<file path="config.mk">
export PLATFORM = sky130hd
export DESIGN_NAME = keypad_cursor_output_panel_top
export DESIGN_NICKNAME = d
export VERILOG_FILES = /design/src/rtl/kcop_pkg.sv /design/src/rtl/keypad_cursor_output_panel_top.sv /design/src/rtl/kcop_lane.sv /design/src/rtl/kcop_merge.sv
export SDC_FILE = /design/constraint.sdc
export NUM_CORES = 1
export LEC_CHECK = 0
export BUFFER_PORTS_ARGS = -buffer_cell sky130_fd_sc_hd__buf_2
export CAP_MARGIN = 20
export CORE_ASPECT_RATIO = 1.4
export CORE_MARGIN = 2
export CORE_UTILIZATION = 40
export CTS_BUF_LIST = sky130_fd_sc_hd__clkbuf_16
export CTS_CLUSTER_DIAMETER = 50
export DETAILED_ROUTE_END_ITERATION = 10
export HOLD_SLACK_MARGIN = 0.1
export PLACE_DENSITY = 0.6
export SYNTH_ARGS = -nofsm -noshare
export SYNTH_HDL_FRONTEND = slang
export SYNTH_SLANG_ARGS = --single-unit
export TNS_END_PERCENT = 100
</file>
<file path="constraint.sdc">
create_clock -name clk -period 5 [get_ports clk]
set_input_delay 0.75 -clock clk [delete_from_list [all_inputs] [get_ports clk]]
set_output_delay 0.75 -clock clk [all_outputs]
set_load 0.02 [all_outputs]
</file>
<file path="src/rtl/kcop_pkg.sv">
package kcop_pkg;

  localparam int KEY_COUNT = 5;
  localparam int K_UP      = 0;
  localparam int K_DOWN    = 1;
  localparam int K_LEFT    = 2;
  localparam int K_RIGHT   = 3;
  localparam int K_OFF     = 4;

  localparam logic [1:0] CURSOR_MAX = 2'd3;

  typedef logic [7:0] cnt_t;
  typedef logic [1:0] hold_t;
  typedef logic [1:0] row_t;
  typedef logic [3:0] bits_t;
  typedef logic [1:0] cfg_idx_t;

  localparam hold_t HOLD_START = 2'd2;

  localparam cfg_idx_t CFG_ACCEPT_COUNT = 2'd0;
  localparam cfg_idx_t CFG_SLOW_REPEAT  = 2'd1;
  localparam cfg_idx_t CFG_FAST_REPEAT  = 2'd2;

  localparam cnt_t ACCEPT_RESET = 8'd5;
  localparam cnt_t SLOW_RESET   = 8'd75;
  localparam cnt_t FAST_RESET   = 8'd30;

  typedef enum logic [1:0] {
    LANE_KEEP,
    LANE_INC,
    LANE_CLEAR
  } lane_mode_t;

  typedef struct packed {
    cnt_t  count;
    hold_t hold;
    logic  hit;
  } lane_out_t;

  typedef struct packed {
    row_t  cursor_row;
    bits_t output_bits;
    logic  beep_up;
    logic  beep_down;
    logic  beep_activate;
    logic  beep_deactivate;
    logic  settings_reset;
  } result_t;

endpackage

</file>
<file path="src/rtl/keypad_cursor_output_panel_top.sv">
// keypad scan panel: every accepted input beat is one scan tick with five key levels and
// returns exactly one result beat. a scan is registered once: the five per-key counter
// lanes and the merge of their actions sit between the key state registers and the output
// register, so a new scan is accepted in every cycle, also while a result waits on out_ready
// as long as that result is taken in the same cycle. configuration writes take effect at
// once and are meant for idle times only.
module keypad_cursor_output_panel_top (
  input  logic                clk,
  input  logic                rst_n,
  input  logic                in_valid,
  output logic                in_ready,
  input  logic                in_up_pressed,
  input  logic                in_down_pressed,
  input  logic                in_left_pressed,
  input  logic                in_right_pressed,
  input  logic                in_off_pressed,
  output logic                out_valid,
  input  logic                out_ready,
  output kcop_pkg::row_t      out_cursor_row,
  output kcop_pkg::bits_t     out_output_bits,
  output logic                out_beep_up,
  output logic                out_beep_down,
  output logic                out_beep_activate,
  output logic                out_beep_deactivate,
  output logic                out_settings_reset,
  input  logic                cfg_we,
  input  kcop_pkg::cfg_idx_t  cfg_index,
  input  kcop_pkg::cnt_t      cfg_data
);
  import kcop_pkg::*;

  cnt_t      accept_r;
  cnt_t      slow_r;
  cnt_t      fast_r;
  cnt_t      count_r    [KEY_COUNT];
  hold_t     hold_r     [KEY_COUNT];
  row_t      cursor_r;
  bits_t     bits_r;
  logic      out_valid_r;
  result_t   result_r;

  lane_mode_t mode     [KEY_COUNT];
  lane_out_t  lanes    [KEY_COUNT];
  hold_t      hold_nxt [KEY_COUNT];
  row_t       cursor_nxt;
  bits_t      bits_nxt;
  result_t    result_nxt;
  logic       all_arrows;
  logic       in_fire;

  assign in_ready = !out_valid_r || out_ready;
  assign in_fire  = in_valid && in_ready;

  assign all_arrows = in_up_pressed && in_down_pressed && in_left_pressed && in_right_pressed;

  // all four arrows together count jointly and leave off alone
  always_comb begin
    if (all_arrows) begin
      mode[K_UP]    = LANE_INC;
      mode[K_DOWN]  = LANE_INC;
      mode[K_LEFT]  = LANE_INC;
      mode[K_RIGHT] = LANE_INC;
      mode[K_OFF]   = LANE_KEEP;
    end else begin
      mode[K_UP]    = (in_up_pressed && !in_down_pressed) ? LANE_INC : LANE_CLEAR;
      mode[K_DOWN]  = (in_down_pressed && !in_up_pressed) ? LANE_INC : LANE_CLEAR;
      mode[K_LEFT]  = (in_left_pressed && !in_right_pressed) ? LANE_INC : LANE_CLEAR;
      mode[K_RIGHT] = (in_right_pressed && !in_left_pressed) ? LANE_INC : LANE_CLEAR;
      mode[K_OFF]   = in_off_pressed ? LANE_INC : LANE_CLEAR;
    end
  end

  for (genvar k = 0; k < KEY_COUNT; k++) begin : g_lane
    kcop_lane u_lane (
      .mode         (mode[k]),
      .count        (count_r[k]),
      .hold         (hold_r[k]),
      .accept_count (accept_r),
      .slow_repeat  (slow_r),
      .fast_repeat  (fast_r),
      .lane_out     (lanes[k])
    );
  end

  kcop_merge u_merge (
    .lanes        (lanes),
    .cursor       (cursor_r),
    .out_bits     (bits_r),
    .hold_nxt     (hold_nxt),
    .cursor_nxt   (cursor_nxt),
    .out_bits_nxt (bits_nxt),
    .result       (result_nxt)
  );

  always_ff @(posedge clk) begin
    if (!rst_n) begin
      accept_r <= ACCEPT_RESET;
      slow_r   <= SLOW_RESET;
      fast_r   <= FAST_RESET;
    end else if (cfg_we) begin
      case (cfg_index)
        CFG_ACCEPT_COUNT: accept_r <= cfg_data;
        CFG_SLOW_REPEAT:  slow_r   <= cfg_data;
        CFG_FAST_REPEAT:  fast_r   <= cfg_data;
        default: begin
        end
      endcase
    end
  end

  always_ff @(posedge clk) begin
    if (!rst_n) begin
      for (int k = 0; k < KEY_COUNT; k++) begin
        count_r[k] <= '0;
        hold_r[k]  <= HOLD_START;
      end
      cursor_r <= '0;
      bits_r   <= '0;
    end else if (in_fire) begin
      for (int k = 0; k < KEY_COUNT; k++) begin
        count_r[k] <= lanes[k].count;
        hold_r[k]  <= hold_nxt[k];
      end
      cursor_r <= cursor_nxt;
      bits_r   <= bits_nxt;
    end
  end

  always_ff @(posedge clk) begin
    if (!rst_n) begin
      out_valid_r <= 1'b0;
    end else if (in_fire) begin
      out_valid_r <= 1'b1;
    end else if (out_ready) begin
      out_valid_r <= 1'b0;
    end
  end

  always_ff @(posedge clk) begin
    if (in_fire) begin
      result_r <= result_nxt;
    end
  end

  assign out_valid           = out_valid_r;
  assign out_cursor_row      = result_r.cursor_row;
  assign out_output_bits     = result_r.output_bits;
  assign out_beep_up         = result_r.beep_up;
  assign out_beep_down       = result_r.beep_down;
  assign out_beep_activate   = result_r.beep_activate;
  assign out_beep_deactivate = result_r.beep_deactivate;
  assign out_settings_reset  = result_r.settings_reset;

endmodule

</file>
<file path="src/rtl/kcop_lane.sv">
module kcop_lane (
  input  kcop_pkg::lane_mode_t mode,
  input  kcop_pkg::cnt_t       count,
  input  kcop_pkg::hold_t      hold,
  input  kcop_pkg::cnt_t       accept_count,
  input  kcop_pkg::cnt_t       slow_repeat,
  input  kcop_pkg::cnt_t       fast_repeat,
  output kcop_pkg::lane_out_t  lane_out
);
  import kcop_pkg::*;

  cnt_t  cnt;
  hold_t hld;
  cnt_t  wrapped;

  always_comb begin
    cnt = count;
    hld = hold;
    case (mode)
      LANE_INC: begin
        cnt = count + 8'd1;
      end
      LANE_CLEAR: begin
        cnt = '0;
        hld = HOLD_START;
      end
      default: begin
        cnt = count;
      end
    endcase

    // fast period applies once the hold count has run out
    if (hld == 2'd0 && cnt >= fast_repeat) begin
      wrapped = '0;
    end else if (cnt >= slow_repeat) begin
      wrapped = '0;
    end else begin
      wrapped = cnt;
    end

    lane_out.count = wrapped;
    lane_out.hold  = hld;
    lane_out.hit   = (wrapped == accept_count);
  end

endmodule

</file>
<file path="src/rtl/kcop_merge.sv">
module kcop_merge (
  input  kcop_pkg::lane_out_t lanes [kcop_pkg::KEY_COUNT],
  input  kcop_pkg::row_t      cursor,
  input  kcop_pkg::bits_t     out_bits,
  output kcop_pkg::hold_t     hold_nxt [kcop_pkg::KEY_COUNT],
  output kcop_pkg::row_t      cursor_nxt,
  output kcop_pkg::bits_t     out_bits_nxt,
  output kcop_pkg::result_t   result
);
  import kcop_pkg::*;

  row_t  cur;
  bits_t bits;
  hold_t h_up;
  hold_t h_dn;
  hold_t h_lf;
  hold_t h_rt;
  logic  b_up;
  logic  b_dn;
  logic  b_act;
  logic  b_deact;
  logic  b_rst;

  always_comb begin
    cur     = cursor;
    bits    = out_bits;
    h_up    = lanes[K_UP].hold;
    h_dn    = lanes[K_DOWN].hold;
    h_lf    = lanes[K_LEFT].hold;
    h_rt    = lanes[K_RIGHT].hold;
    b_up    = 1'b0;
    b_dn    = 1'b0;
    b_act   = 1'b0;
    b_deact = 1'b0;

    // actions apply in key order: up, down, left, right
    if (lanes[K_UP].hit) begin
      cur = (cur != 2'd0) ? cur - 2'd1 : CURSOR_MAX;
      if (h_up != 2'd0) h_up = h_up - 2'd1;
      b_up = 1'b1;
    end
    if (lanes[K_DOWN].hit) begin
      cur = (cur < CURSOR_MAX) ? cur + 2'd1 : 2'd0;
      if (h_dn != 2'd0) h_dn = h_dn - 2'd1;
      b_dn = 1'b1;
    end
    if (lanes[K_LEFT].hit && h_lf != 2'd0) begin
      if (bits[cur]) begin
        bits[cur] = 1'b0;
        b_deact   = 1'b1;
      end
      h_lf = 2'd0;
    end
    if (lanes[K_RIGHT].hit && h_rt != 2'd0) begin
      if (!bits[cur]) begin
        bits[cur] = 1'b1;
        b_act     = 1'b1;
      end
      h_rt = 2'd0;
    end

    b_rst = (h_up == 2'd0) && (h_dn == 2'd0) && (h_lf == 2'd0) && (h_rt == 2'd0);
    if (b_rst) begin
      h_up = HOLD_START;
      h_dn = HOLD_START;
      h_lf = HOLD_START;
      h_rt = HOLD_START;
    end

    hold_nxt[K_UP]    = h_up;
    hold_nxt[K_DOWN]  = h_dn;
    hold_nxt[K_LEFT]  = h_lf;
    hold_nxt[K_RIGHT] = h_rt;
    hold_nxt[K_OFF]   = lanes[K_OFF].hold;
    cursor_nxt        = cur;
    out_bits_nxt      = bits;

    result.cursor_row      = cur;
    result.output_bits     = bits;
    result.beep_up         = b_up;
    result.beep_down       = b_dn;
    result.beep_activate   = b_act;
    result.beep_deactivate = b_deact;
    result.settings_reset  = b_rst;
  end

endmodule

</file>
Yosys cells after proc, flatten, opt, wreduce, memory -nomap -nowiden
Memories as Yosys holds them, arrays and structs flattened.
Index checks and enable logic that the tools add are counted.
- memories kept: 2
- bits in writable memories: 50
- register bits: 42
- output and inout bits: 13
- logic and storage cells: 180
- input port bits: 20
- bitwise operators: 13
- add/sub/neg operators: 9
- multiplexer cells: 70
- eq/ne operators: 16
- $lt $le $gt $ge: 13
- reductions and logical operators: 44
- memories (memory ; words ; width ; rd ports ; clocked after Yosys merged registers in ; wr ports ; line ; text):
    count_r ; 5 ; 8 ; 5 ; 0 ; 5 ; keypad_cursor_output_panel_top.sv:35 ; cnt_t count_r [KEY_COUNT];
    hold_r ; 5 ; 2 ; 5 ; 0 ; 5 ; keypad_cursor_output_panel_top.sv:36 ; hold_t hold_r [KEY_COUNT];
- operator list (cell ; count):
    two-way mux 8 bit ; 15
    >= comparator 8 bit ; 10
    case mux 8 bit (2 select lines) ; 5
    two-way mux 2 bit ; 29
    adder 8 x 1 -> 8 bit, second input constant ; 5
    == test 8 bit ; 4
    logical NOT 2 bit ; 10
    logical AND 1 bit ; 19
    two-way mux 4 bit ; 4
    two-way mux 1 bit ; 13
    == test 2 x 1 -> 1 bit, second input constant ; 6
    == test 2 bit, second input constant ; 6
    nonzero test 2 bit ; 6
    two-way mux 10 bit ; 1
    OR 1 bit ; 10
    AND reduction 2 bit ; 3
    subtractor 2 x 1 -> 2 bit, second input constant ; 3
    logical NOT 1 bit ; 5
    bitwise AND 4 bit ; 1
    binary-select mux 1 bit (select 2 bit) ; 2
    NOT 4 bit ; 1
    OR 4 bit ; 1
    < comparator 2 x 3 -> 1 bit, second input constant ; 1
    adder 2 x 1 -> 2 bit, second input constant ; 1
    other kinds (4) ; 4

Depth between registers and ports, before layout
Gate-level depths: netlist (run 1).
- depth in word-level cells: 26
- depth in mapped cells: 21
- mapped depth without buffers: 19

Cells and area by module
From an unflattened synthesis (run 1), not the netlist that was laid out.
- cell total of the unflattened synthesis: 1056
- area, all modules: 9053.7 um2
- modules (own cells, without submodules) (module ; area an instance (um2) ; seq. area each (um2) ; instances ; cells each):
    kcop_lane ; 1001.0 ; 0.0 ; 5 ; 143
    keypad_cursor_output_panel_top ; 3452.1 ; 2452.4 ; 1 ; 259
    kcop_merge ; 596.8 ; 0.0 ; 1 ; 82

Least setup slack after synthesis (run 1)
Ideal clock, no wire load.
- path type: input-to-reg
- start: input in_down_pressed
- end: register bits_r[1]
- buffers on the path: 1
- arrival: 4637 ps
- required time: 4912 ps
- stages on the path: 17
- slack: 275 ps
- setup time: 88 ps
- cells stage by stage: a21bo_1 -> nand2_1 -> clkbuf_1 -> nor2_1 -> ha_1 -> or4_4 -> a21oi_2 -> o31ai_2 -> or3_1 -> o31a_1 -> o211a_1 -> mux2i_1 -> xnor2_2 -> o21ai_2 -> a211oi_4 -> o221ai_2 -> o31ai_1
- word-level cells in the longest chain between the ends: 26
- elaborated cells between the ends (all ways): 78
- those cells by class: add/sub: 1; order compare: 11; eq/ne: 12; mux: 32; bitwise: 3; reduce/logical: 19
- ends and longest elaborated chain (element ; line ; text):
    start: declaration ; keypad_cursor_output_panel_top.sv:13 ; input logic in_down_pressed,
    logical NOT 1 bit or logical AND 1 bit (tied branches) ; keypad_cursor_output_panel_top.sv:65, keypad_cursor_output_panel_top.sv:54 ;
    logical AND 1 bit (on tied branches) ; keypad_cursor_output_panel_top.sv:65, keypad_cursor_output_panel_top.sv:54 ;
    two-way mux 2 bit or logical AND 1 bit (tied branches) ; keypad_cursor_output_panel_top.sv:65, keypad_cursor_output_panel_top.sv:54 ;
    two-way mux 10 bit * ; keypad_cursor_output_panel_top.sv:58 ; if (all_arrows) begin
    == test 2 bit or == test 2 x 1 -> 1 bit (tied branches) ; kcop_lane.sv:19 ; case (mode)
    case mux 8 bit (2 select lines) or two-way mux 2 bit (tied branches) ; kcop_lane.sv:19 ;
    >= comparator 8 bit, or another cell as far along ; kcop_lane.sv:35 ; end else if (cnt >= slow_repeat) begin
    two-way mux 8 bit or logical AND 1 bit (tied branches) ; kcop_lane.sv:35, kcop_lane.sv:33 ;
    (+10 left out) ; n/a ;
    NOT 4 bit (no source line) ; n/a ;
    bitwise AND 4 bit (no source line) ; n/a ;
    two-way mux 4 bit ; kcop_merge.sv:48 ; if (bits[cur]) begin
    two-way mux 4 bit ; kcop_merge.sv:47 ; if (lanes[K_LEFT].hit && h_lf != 2'd0) begin
    binary-select mux 1 bit (select 2 bit) ; kcop_merge.sv:55 ; if (!bits[cur]) begin
    two-way mux 1 bit (implied by the code) ; kcop_merge.sv:55 ;
    two-way mux 4 bit ; kcop_merge.sv:55 ;
    two-way mux 4 bit * ; kcop_merge.sv:54 ; if (lanes[K_RIGHT].hit && h_rt != 2'd0) begin
    end signal: assignment ; keypad_cursor_output_panel_top.sv:125 ; bits_r <= bits_nxt;
    end: declaration ; keypad_cursor_output_panel_top.sv:38 ; bits_t bits_r;
Every way passes the cells marked *; elsewhere a longest branch is shown, timed or not. The select of a mux whose other input is x is not followed.
A chain may end at the register's enable or synchronous reset.

==> impl_results.md, run 1 <==
* Cell variety after synth at 80
* CTS max path bufs at 2
* Net Count, Synth at ~840
* Worst endpoint required time at around 5.1 ns
* Hold Vio Cnt, Final at 0
* Seq cells post-synth at between 80 and 90
* H-Tree Depth at 3
* Final setup fails at 0
* Layout cells sized above 1 at 16.2%
* Max-slew violation count at 0
* Fin crit share at roughly 95%
* TritonCTS clock tree: yes
* Cell count after synthesis at between 700 and 800
* DRC viols at 0
* Total track usage at a little under a quarter
* I/O Pins at 33
* Fmax at ~210 MHz
* Leak at 3.36 nW
* WHS at ~0.52 ns
* Routability-driven placement congestion ratio at 0.919
* Ys Warns at 0
* Die X at between 100 and 150 um
* Antenna violations before repair at 0
* Iteration-0 DRC Markers at 489
* P&R area growth vs syn at 17.1%
* Worst R2R Setup Slack at roughly 0.27 ns
* Diode count at 0
* Slew HR at around 54%
* Register area share after synthesis at between 30% and 40%
* Die Height at around 160 um
* GRT overflow at 0
* Final std cells w/o fill at around 1000
* Root Driver: clkbuf_16
* R2R Path End: out_output_bits[2]$_DFFE_PP_
* Hold Path Class: reg2reg
* Startpoint class of the critical path: flip-flop
* Vias in the first global route at 6243
* Crit path max fanout at 8
* Final net count at about 910
* Cell Count Post-Placement at slightly above 1000
* TritonCTS Buffers at 9
* Routed vias at just over 6000
* Reg2Reg Depth at 20
* Ys async rst share at 0%
* Data arrival, critical path at about 4.8 ns
* RSZ-0062 raised after global routing: false
* Maxcap violations at 0
* Setup_tns at 0 ns
* Die area at between 15000 and 20000 um2
* Routed Antenna Nets at 0
* Final wirelength at between 15000 and 20000 um
* Most used flip-flop cell after synthesis: edfxtp_1
* Peak supply drop at ~150 uV
* Hold path cells at 2
* Setup crit end: out_output_bits[2]$_DFFE_PP_
* Row count at 55
* Post-synth EDFFs at 51
* Core Area at 16100 um2
* Drt first pass iters at 5
* Clock transition at path regs at roughly 0.07 ns
* DP Wirelength at 15200 um
* Worst R2R Start: count_r[0][8]$_SDFFCE_PN0P_
* Hold buffer count at cts at 0
* Min cycle time layout at 4.73 ns
* Clock Latency Late Sink at 0.36 ns
* Crit Path Class: reg2reg
* Initial Util at between 40% and 50%
* CP Launch Point: count_r[0][8]$_SDFFCE_PN0P_
* Vias/cell at roughly 6
* First-pass GRT wire length at between 30000 and 40000 um
* Post-synthesis area per instance at between 8 and 9 um2
* CP Capture Type: flip-flop
* Wire length per cell at a little under 20 um
* Cell area after synthesis at approximately 6600 um2
* Final setup skew at 0.0143 ns
* Pwr/cell area at about 240 nW/um2
* Clk sink count at between 80 and 90
* Status: finished clean
* Largest net degree at the start of global routing at 41
* Port Buf Inserts at 31
* Worst slew pin tran at 0.687 ns
==> where the power goes <==
part | internal [mW] | switching (mW) | leakage, nW | total, mW
Sequential | 0.752 | 0.0350 | 0.789 | 0.787
Clock | 0.382 | 0.323 | 0.154 | 0.706
Combinational | 0.152 | 0.218 | 2.41 | 0.370
==> sequential cells by signal, indices dropped and copies added, names as in the netlist <==
| signal | flops |
|---|---|
| count_r | 32 |
| accept_r | 8 |
| fast_r | 8 |
| hold_r | 8 |
| slow_r | 8 |
| bits_r | 4 |
| out_output_bits | 4 |
| cursor_r | 2 |
| out_cursor_row | 2 |
| out_beep_activate | 1 |
| out_beep_deactivate | 1 |
| out_beep_down | 1 |
| out_beep_up | 1 |
| out_settings_reset | 1 |
| out_valid | 1 |
==> worst min path at each step <==
stage                                 startpoint                      to  slack (ns)
after global placement    slow_r[4]$_SDFFE_PN0P_  slow_r[4]$_SDFFE_PN0P_        0.50
after CTS                 fast_r[5]$_SDFFE_PN0P_  fast_r[5]$_SDFFE_PN0P_        0.52
after detailed placement  fast_r[5]$_SDFFE_PN0P_  fast_r[5]$_SDFFE_PN0P_        0.51
after floorplan           bits_r[0]$_SDFFE_PN0P_  bits_r[0]$_SDFFE_PN0P_        0.48
after global routing      fast_r[5]$_SDFFE_PN0P_  fast_r[5]$_SDFFE_PN0P_        0.56
final                     slow_r[4]$_SDFFE_PN0P_  slow_r[4]$_SDFFE_PN0P_        0.52
==> logic make-up after synthesis <==
kind of cell | after synthesis | share of synthesized area, %
AOI/OAI and AO/OA | 179 | 19.1
xor gates and xnor gates | 36 | 5.35
adders and majority gates | 69 | 13.1
buffers and inverters | 71 | 4.28
DFF | 82 | 32.7
muxes | 20 | 3.12
and+or+nand+nor | 291 | 22.3
==> layout by cell type, fill, tap and decap left out, drive strengths merged, types with 4 or more instances in the layout <==
master and n:
ha 69, or3 10, o21ai 37, xnor2 18, nand2b 16, and2 9
o31ai 5, clkbuf 10, or4 4, nor2 65, xor2 16, mux2i 19
or2 7, and3 11, nand2 64, edfxtp 51, a21oi 38, nand3b 5
o21a 9, buf 91, o211a 5, a2111oi 5, inv 49, dfxtp 31
nor2b 18, a21boi 5, a31oi 8, a21o 15, nor3 25, o211ai 5
nand4 7, a211oi 8, nor4 8, nand3 34
==> critical path, stage by stage (launching register included) <==
cell	delay (ns)
edfxtp_1	0.44
ha_1	0.24
inv_1	0.05
or2_2	0.34
xor2_1	0.17
nor2_1	0.17
ha_1	0.27
a21o_1	0.18
a21oi_1	0.21
o31ai_2	0.15
nor3_4	0.31
nand2_1	0.11
a32o_1	0.35
nand2_2	0.18
inv_2	0.08
a31oi_1	0.34
a21oi_1	0.18
a211oi_4	0.28
buf_4	0.21
a21oi_1	0.07
o21bai_1	0.15
==> area by class of cell <==
cell class	count	area, um2
Tap cell	199	249
Clock inverter	6	62.6
Inverter	45	169
Timing Repair Buffer	91	618
Fill cell	1543	8400
Sequential cell	82	2150
Clock buffer	10	250
Multi-Input combinational cell	595	4200
==> what timing repair did <==
item / CTS / global route
buffers inserted: 0 / 1
resized for setup: 0 / 12
setup endpoints to repair: 0 / 15
==> Yosys cell counts (18+ instances only) <==
master	n	area, um2
nor2b_1	18	113
dfxtp_1	31	621
mux2i_1	18	180
ha_1	69	863
a21oi_1	37	185
nand3_1	34	170
edfxtp_1	51	1530
nand2_1	63	236
inv_1	43	161
clkbuf_1	23	86.3
nor2_1	65	244
nor3_1	24	120
o21ai_0	32	160
==> through the flow <==
stage / utilization [%] / worst slack, ns / power (mW) / area, um2
global placement: 45.5 / -0.00411 / 1.15 / 7320
global route: 47.8 / 0.00633 / 1.95 / 7700
CTS: 47.4 / 0.0796 / 1.86 / 7640
detailed placement: 45.5 / -0.0789 / 1.16 / 7320
floorplan: - / 0.275 / 1.03 / 6580
finish: 47.8 / 0.273 / 1.86 / 7700
==> per-layer routing <==
layer	vias up	wire length (um)	GRT usage, %
li1	2908	-	-
met1	2887	7690	26.1
met2	204	10300	42.9
met4	0	839	10.7
met3	64	971	3.61
met5	-	0	0
Note: power is estimated with default switching activity, not from simulation.
==> run 2: changes to the inputs <==
--- a/config.mk
+++ b/config.mk
@@ -7,14 +7,17 @@
 export LEC_CHECK = 0
 export BUFFER_PORTS_ARGS = -buffer_cell sky130_fd_sc_hd__buf_2
 export CAP_MARGIN = 20
+export CELL_PAD_IN_SITES_DETAIL_PLACEMENT = 1
+export CELL_PAD_IN_SITES_GLOBAL_PLACEMENT = 2
 export CORE_ASPECT_RATIO = 1.4
 export CORE_MARGIN = 2
-export CORE_UTILIZATION = 40
+export CORE_UTILIZATION = 35
 export CTS_BUF_LIST = sky130_fd_sc_hd__clkbuf_16
 export CTS_CLUSTER_DIAMETER = 50
 export DETAILED_ROUTE_END_ITERATION = 10
 export HOLD_SLACK_MARGIN = 0.1
-export PLACE_DENSITY = 0.6
+export MAX_ROUTING_LAYER = met4
+export PLACE_DENSITY = 0.78
 export SYNTH_ARGS = -nofsm -noshare
 export SYNTH_HDL_FRONTEND = slang
 export SYNTH_SLANG_ARGS = --single-unit
==> run 2 against run 1 <==
Die area is 14% higher. First-iteration DRC count fell by 57%. Clock power is 2% lower. Count of clock-buffer cells in the layout decreased by 1. Sequential cell count unchanged. Total power grew 1.4%. Worst setup slack lost 0.086 ns. Cell area increased by 5.2%. Core utilization shrank 4.1 points. Maximum frequency fell by 1.8%.
==> impl_results.md, run 2 (synthesis results as in run 1) <==
* Fin crit share at 96.2%
* Layout cells sized above 1 at approximately 22%
* Final wirelength at between 20000 and 25000 um
* Largest register FFs at 32
* Routed vias at about 6200
* Status: finished clean
* Crit Path Class: in2reg
* Worst R2R Setup Slack at about 0.24 ns
* Antenna violations before repair at 0
* Crit path max fanout at 8
* Peak supply drop at roughly 160 uV
* Hold path start: slow_r[4]$_SDFFE_PN0P_
* CP dominant cell by count: buf_4
* DRC viols at 0
* Initial Util at 35.5%
* Vias in the first global route at 6789
* H-Tree Depth at 3
* Fmax at about 210 MHz
* P&R area growth vs syn at 23.2%
* Row count at between 50 and 60
* Pwr/cell area at around 230 nW/um2
* Drt first pass iters at 4
* Routed Antenna Nets at 0
* Die area at 19900 um2
* Clock transition at path regs at approximately 0.07 ns
* I/O Pins at 33
* First-pass GRT wire length at between 30000 and 40000 um
* CTS max path bufs at 2
* Startpoint class of the critical path: input pin
* Core Util, Final at ~44%
* Hold buffer count at cts at 0
* Core Area at between 15000 and 20000 um2
* Final setup fails at 0
* Worst R2R Start: count_r[0][17]$_SDFFCE_PN0P_
* DP Wirelength at 18100 um
* Final std cells w/o fill at around 1100
* Worst Hold End: slow_r[4]$_SDFFE_PN0P_
* Crit path cell chain: buf_2, buf_4, a21bo_1, and2_1, buf_4, o21ai_1, inv_1, ha_1, a41oi_1, o21ai_0, and3_1, nor4_1, xnor2_1, and3_1, buf_4, a2111oi_1, a21oi_1, o21ai_1, a21oi_2, o221ai_4, buf_4, inv_1
* Slowest cell delay on critical path at around 0.48 ns
* TritonCTS clock tree: yes
* Port Buf Inserts at 31
* WHS at 0.522 ns
* Total track usage at about a quarter
* Most common cell after layout, fill and taps aside: buf_4
* Hold Path Class: reg2reg
* Worst slew pin tran at 1.01 ns
* Cell Count Post-Placement at between 1000 and 1500
* DP Area at between 7000 and 8000 um2
* GRT overflow at 0
* Leak at between 3 and 4 nW
* Clk sink count at 82
* Final net count at 952
* Crit-path slowest cell: a2111oi_1
* Reg2Reg Depth at 19
* Largest net degree at the start of global routing at 41
* Commonest cells after routing, fill and taps aside: 98 x buf_4, 68 x ha_1, 62 x nor2_1
* Clock Latency Late Sink at between 0.3 and 0.4 ns
* Worst endpoint required time at approximately 5.1 ns
* Min cycle time layout at roughly 4.8 ns
* Data arrival, critical path at around 5 ns
* Routability-driven placement congestion ratio at a little over 0.9
* Hold path cells at 2
* Maxcap violations at 0
* TritonCTS Buffers at 9
* Iteration-0 DRC Markers at approximately 210
* Max-slew violation count at 0
* Vias/cell at 5.58
* Hold Vio Cnt, Final at 0
* Finished Cell Area at between 8000 and 9000 um2
* Slew HR at between 30% and 40%
* R2R Path End: bits_r[1]$_SDFFE_PN0P_
* CP Capture Type: flip-flop
* Diode count at 0
* Wire length per cell at between 20 and 25 um
* Final Power at between 1.5 and 2 mW
* Top reg by flops: count_r
* Root Driver: clkbuf_16
* Die X at roughly 120 um
* Final setup skew at between 0.005 and 0.006 ns
* Die Height at roughly 170 um
run 2: cell types whose count changed in the layout (fill, tap and decap cells not counted), sizes merged:
cell and change:
clkinv +4, buf +39, clkbuf -1, inv -3
run 2: metal layers:
layer	track usage [%]	vias up	wire length [um]
met5	-	-	0
met4	12.0	0	1130
met3	3.47	57	554
met2	45.1	105	12600
met1	25.1	3058	8860
li1	-	2985	-
run 2: how the worst max path moves through the flow:
stage,depth (start not counted),from,to
after floorplan,17,in_down_pressed,bits_r[1]$_SDFFE_PN0P_
after global placement,18,in_down_pressed,out_output_bits[3]$_DFFE_PP_
after detailed placement,18,in_down_pressed,out_output_bits[1]$_DFFE_PP_
after CTS,20,count_r[0][1]$_SDFFCE_PN0P_,bits_r[1]$_SDFFE_PN0P_
after global routing,22,count_r[0][3]$_SDFFCE_PN0P_,bits_r[1]$_SDFFE_PN0P_
final,22,in_right_pressed,out_beep_activate$_SDFFCE_PN0P_
run 2: where the power goes:
group | internal, mW | switching (mW) | total, mW
clock | 0.357 | 0.336 | 0.693
combinational | 0.172 | 0.238 | 0.410
sequential | 0.752 | 0.0329 | 0.785
total | 1.28 | 0.607 | 1.89
run 2: cell type report:
cell class              instances  area, um2
clock buffers                   9        225
clock inverters                 7       86.3
fillers                      2197      10400
inverters                      45        169
multi-input cells             595       4260
flip-flops and latches         82       2150
well taps                     244        305
repair buffers                130        902
run 2: timing repair:
item                                    in CTS  in global routing
gates cloned                                 0                  0
pin swaps                                    1                  9
resized for setup                            2                 29
setup buffers                                1                  3
endpoints found under the setup margin       3                 11
run 2: critical path, delay by kind of cell:
family | cells | cell delay [ns]
buf+inv | 7 | 0.89
simple gates | 4 | 0.98
compound gates | 9 | 1.86
xor+xnor | 1 | 0.13
fa+ha+maj | 1 | 0.33
run 2: per-stage QoR:
step           TNS (ns)  worst slack, ns
2_1_floorplan         0            0.275
3_3_place_gp     -0.556           -0.139
3_5_place_dp      -1.94           -0.315
4_1_cts               0           0.0217
5_1_grt         -0.0146          -0.0107
6_report              0            0.188
==> run 3: changes to the inputs <==
--- a/config.mk
+++ b/config.mk
@@ -17,7 +17,7 @@
 export DETAILED_ROUTE_END_ITERATION = 10
 export HOLD_SLACK_MARGIN = 0.1
 export MAX_ROUTING_LAYER = met4
-export PLACE_DENSITY = 0.78
+export PLACE_DENSITY = 0.85
 export SYNTH_ARGS = -nofsm -noshare
 export SYNTH_HDL_FRONTEND = slang
 export SYNTH_SLANG_ARGS = --single-unit
==> run 3 against run 2 <==
Clock skew grew 0.0057 ns. Combinational power fell by 3%. Final cell count decreased by 1.3%. Count of clock-buffer cells in the layout unchanged. Cell area fell by 1.9%. Hold slack about the same. Global-route usage fell by 1.3 points. Core utilization decreased by 0.82 points. Critical path type is now reg2reg. Critical endpoint is now out_output_bits[2]$_DFFE_PP_. Highest routed layer unchanged.
==> impl_results.md, run 3 (synthesis results as in run 1) <==
* Status: finished clean
* WHS at ~0.52 ns
* Total track usage at between 20% and 30%
* Antenna violations before repair at 0
* First-pass GRT wire length at around 35000 um
* Clk sink count at 82
* DRC viols at 0
* Drt first pass iters at 4
* Fin crit share at around 95%
* Min cycle time layout at approximately 4.8 ns
* CTS max path bufs at 2
* CP Capture Type: flip-flop
* Met3 usage in global routing at around 2.9%
* Root Driver: clkbuf_16
* Port Buf Inserts at 31
* Core Area at approximately 19000 um2
* Startpoint class of the critical path: flip-flop
* GRT overflow at 0
* Crit Path Class: reg2reg
* I/O Pins at 33
* Multi-input combinational cell area at roughly 4200 um2
* Die X at 120 um
* TritonCTS Buffers at 9
* DP Wirelength at ~17000 um
* Final setup skew at 0.0115 ns
* Data arrival, critical path at about 4.9 ns
* Commonest cells after routing, fill and taps aside: 85 x buf_4, 68 x ha_1, 63 x nor2_1
* Met1 usage at ~26%
* Maxcap violations at 0
* Die area at approximately 20000 um2
* Hold Path Class: reg2reg
* Fmax at between 200 and 250 MHz
* P&R area growth vs syn at 20.9%
* Reg area at between 2000 and 2500 um2
* Die Height at approximately 170 um
* Layout cells sized above 1 at 19.4%
* Largest net degree at the start of global routing at slightly above 40
* Final wirelength at around 21000 um
* Core Util, Final at a little over two fifths
* Fillers at 2188
* Hold Vio Cnt, Final at 0
* Vias/cell at ~5.5
* Iteration-0 DRC Markers at about 250
* Crit path max fanout at 8
* Pwr/cell area at between 200 and 250 nW/um2
* Clock Latency Late Sink at 0.36 ns
* Worst endpoint required time at a little over 5 ns
* Worst slew pin tran at roughly 1.0 ns
* GR peak layer: met2
* Slew HR at a little under a third
* Routability-driven placement congestion ratio at about 0.84
* Largest register FFs at 32
* Row count at 59
* H-Tree Depth at 3
* Diode count at 0
* TritonCTS clock tree: yes
* Hold buffer count at cts at 0
* Routed vias at between 6000 and 7000
* Max-slew violation count at 0
* Initial Util at between 30% and 40%
* Final setup fails at 0
* Top reg by flops: count_r
* GR met2 Demand/Resource at roughly two fifths
* Peak supply drop at between 100 and 150 uV
* Leak at between 3 and 4 nW
* Vias in the first global route at 6476
* Routed Antenna Nets at 0
* Final net count at 938
* Wire length per cell at just under 20 um
* Clock transition at path regs at roughly 0.070 ns
* Most common cell after layout, fill and taps aside: buf_4
run 3: cell types whose count changed in the layout (fill, tap and decap cells not counted), moves of 3 or more:
cell     change
buf_4       -13
inv_6        +3
o21ai_0      +3
o21ai_1      -3
or3_1        +3
or3_4        -3
run 3: critical path: stages (launching register included):
cell and delay [ns]:
edfxtp_1 0.37, ha_2 0.22, inv_1 0.08, or3_1 0.43, a21oi_2 0.24, ha_1 0.28, a21o_1 0.18, a21oi_1 0.20
o31ai_2 0.15, or3_1 0.39, o31a_1 0.32, o211a_4 0.29, mux2i_1 0.13, buf_4 0.16, xnor2_2 0.24, o21ai_2 0.11
a211oi_4 0.28, buf_4 0.21, a21oi_1 0.07, o21bai_1 0.14
run 3: area by class of cell:
class | count | area share, %
repair buffers | 116 | 9.98
well taps | 244 | 3.84
inverters | 45 | 2.12
clock inverters | 7 | 1.16
flip-flops and latches | 82 | 27.1
multi-input cells | 595 | 53.0
clock buffers | 9 | 2.83
run 3: report_power, final:
part           switching [mW]  internal (mW)  leakage (nW)  total (mW)
registers              0.0334          0.752         0.789       0.786
clock network           0.328          0.402         0.156       0.730
logic                   0.229          0.167          2.52       0.396
run 3: final timing paths:
path / slack [ns] / startpoint / cells past startpoint / end
max: 0.23 / count_r[0][0]$_SDFFCE_PN0P_ / 19 / out_output_bits[2]$_DFFE_PP_
min: 0.52 / fast_r[6]$_SDFFE_PN0P_ / 2 / fast_r[6]$_SDFFE_PN0P_
min reg2reg: 0.52 / fast_r[6]$_SDFFE_PN0P_ / 2 / fast_r[6]$_SDFFE_PN0P_
max reg2reg: 0.23 / count_r[0][0]$_SDFFCE_PN0P_ / 19 / out_output_bits[2]$_DFFE_PP_
run 3: what timing repair did:
action | in CTS | in global routing
setup endpoints to repair | 0 | 11
resized for setup | 0 | 20
setup buffers | 0 | 1
run 3: routing by layer:
metal / up-vias / wire, um
li1: 2963 / -
met1: 2912 / 8580
met2: 109 / 11300
met3: 52 / 722
met4: 0 / 897
met5: - / 0
run 3: through the flow:
| step | power [mW] | area, um2 | setup WS [ns] | TNS, ns | instances |
|---|---|---|---|---|---|
| finish | 1.91 | 7950 | 0.232 | 0 | 1098 |
| global route | 1.99 | 7950 | -0.0216 | -0.0393 | 1098 |
| CTS | 1.92 | 7880 | 0.0883 | 0 | 1097 |
| detailed placement | 1.19 | 7560 | -0.198 | -0.996 | 1081 |
| global placement | 1.18 | 7560 | -0.0913 | -0.303 | 1081 |
| floorplan | 1.03 | 6580 | 0.275 | 0 | 748 |
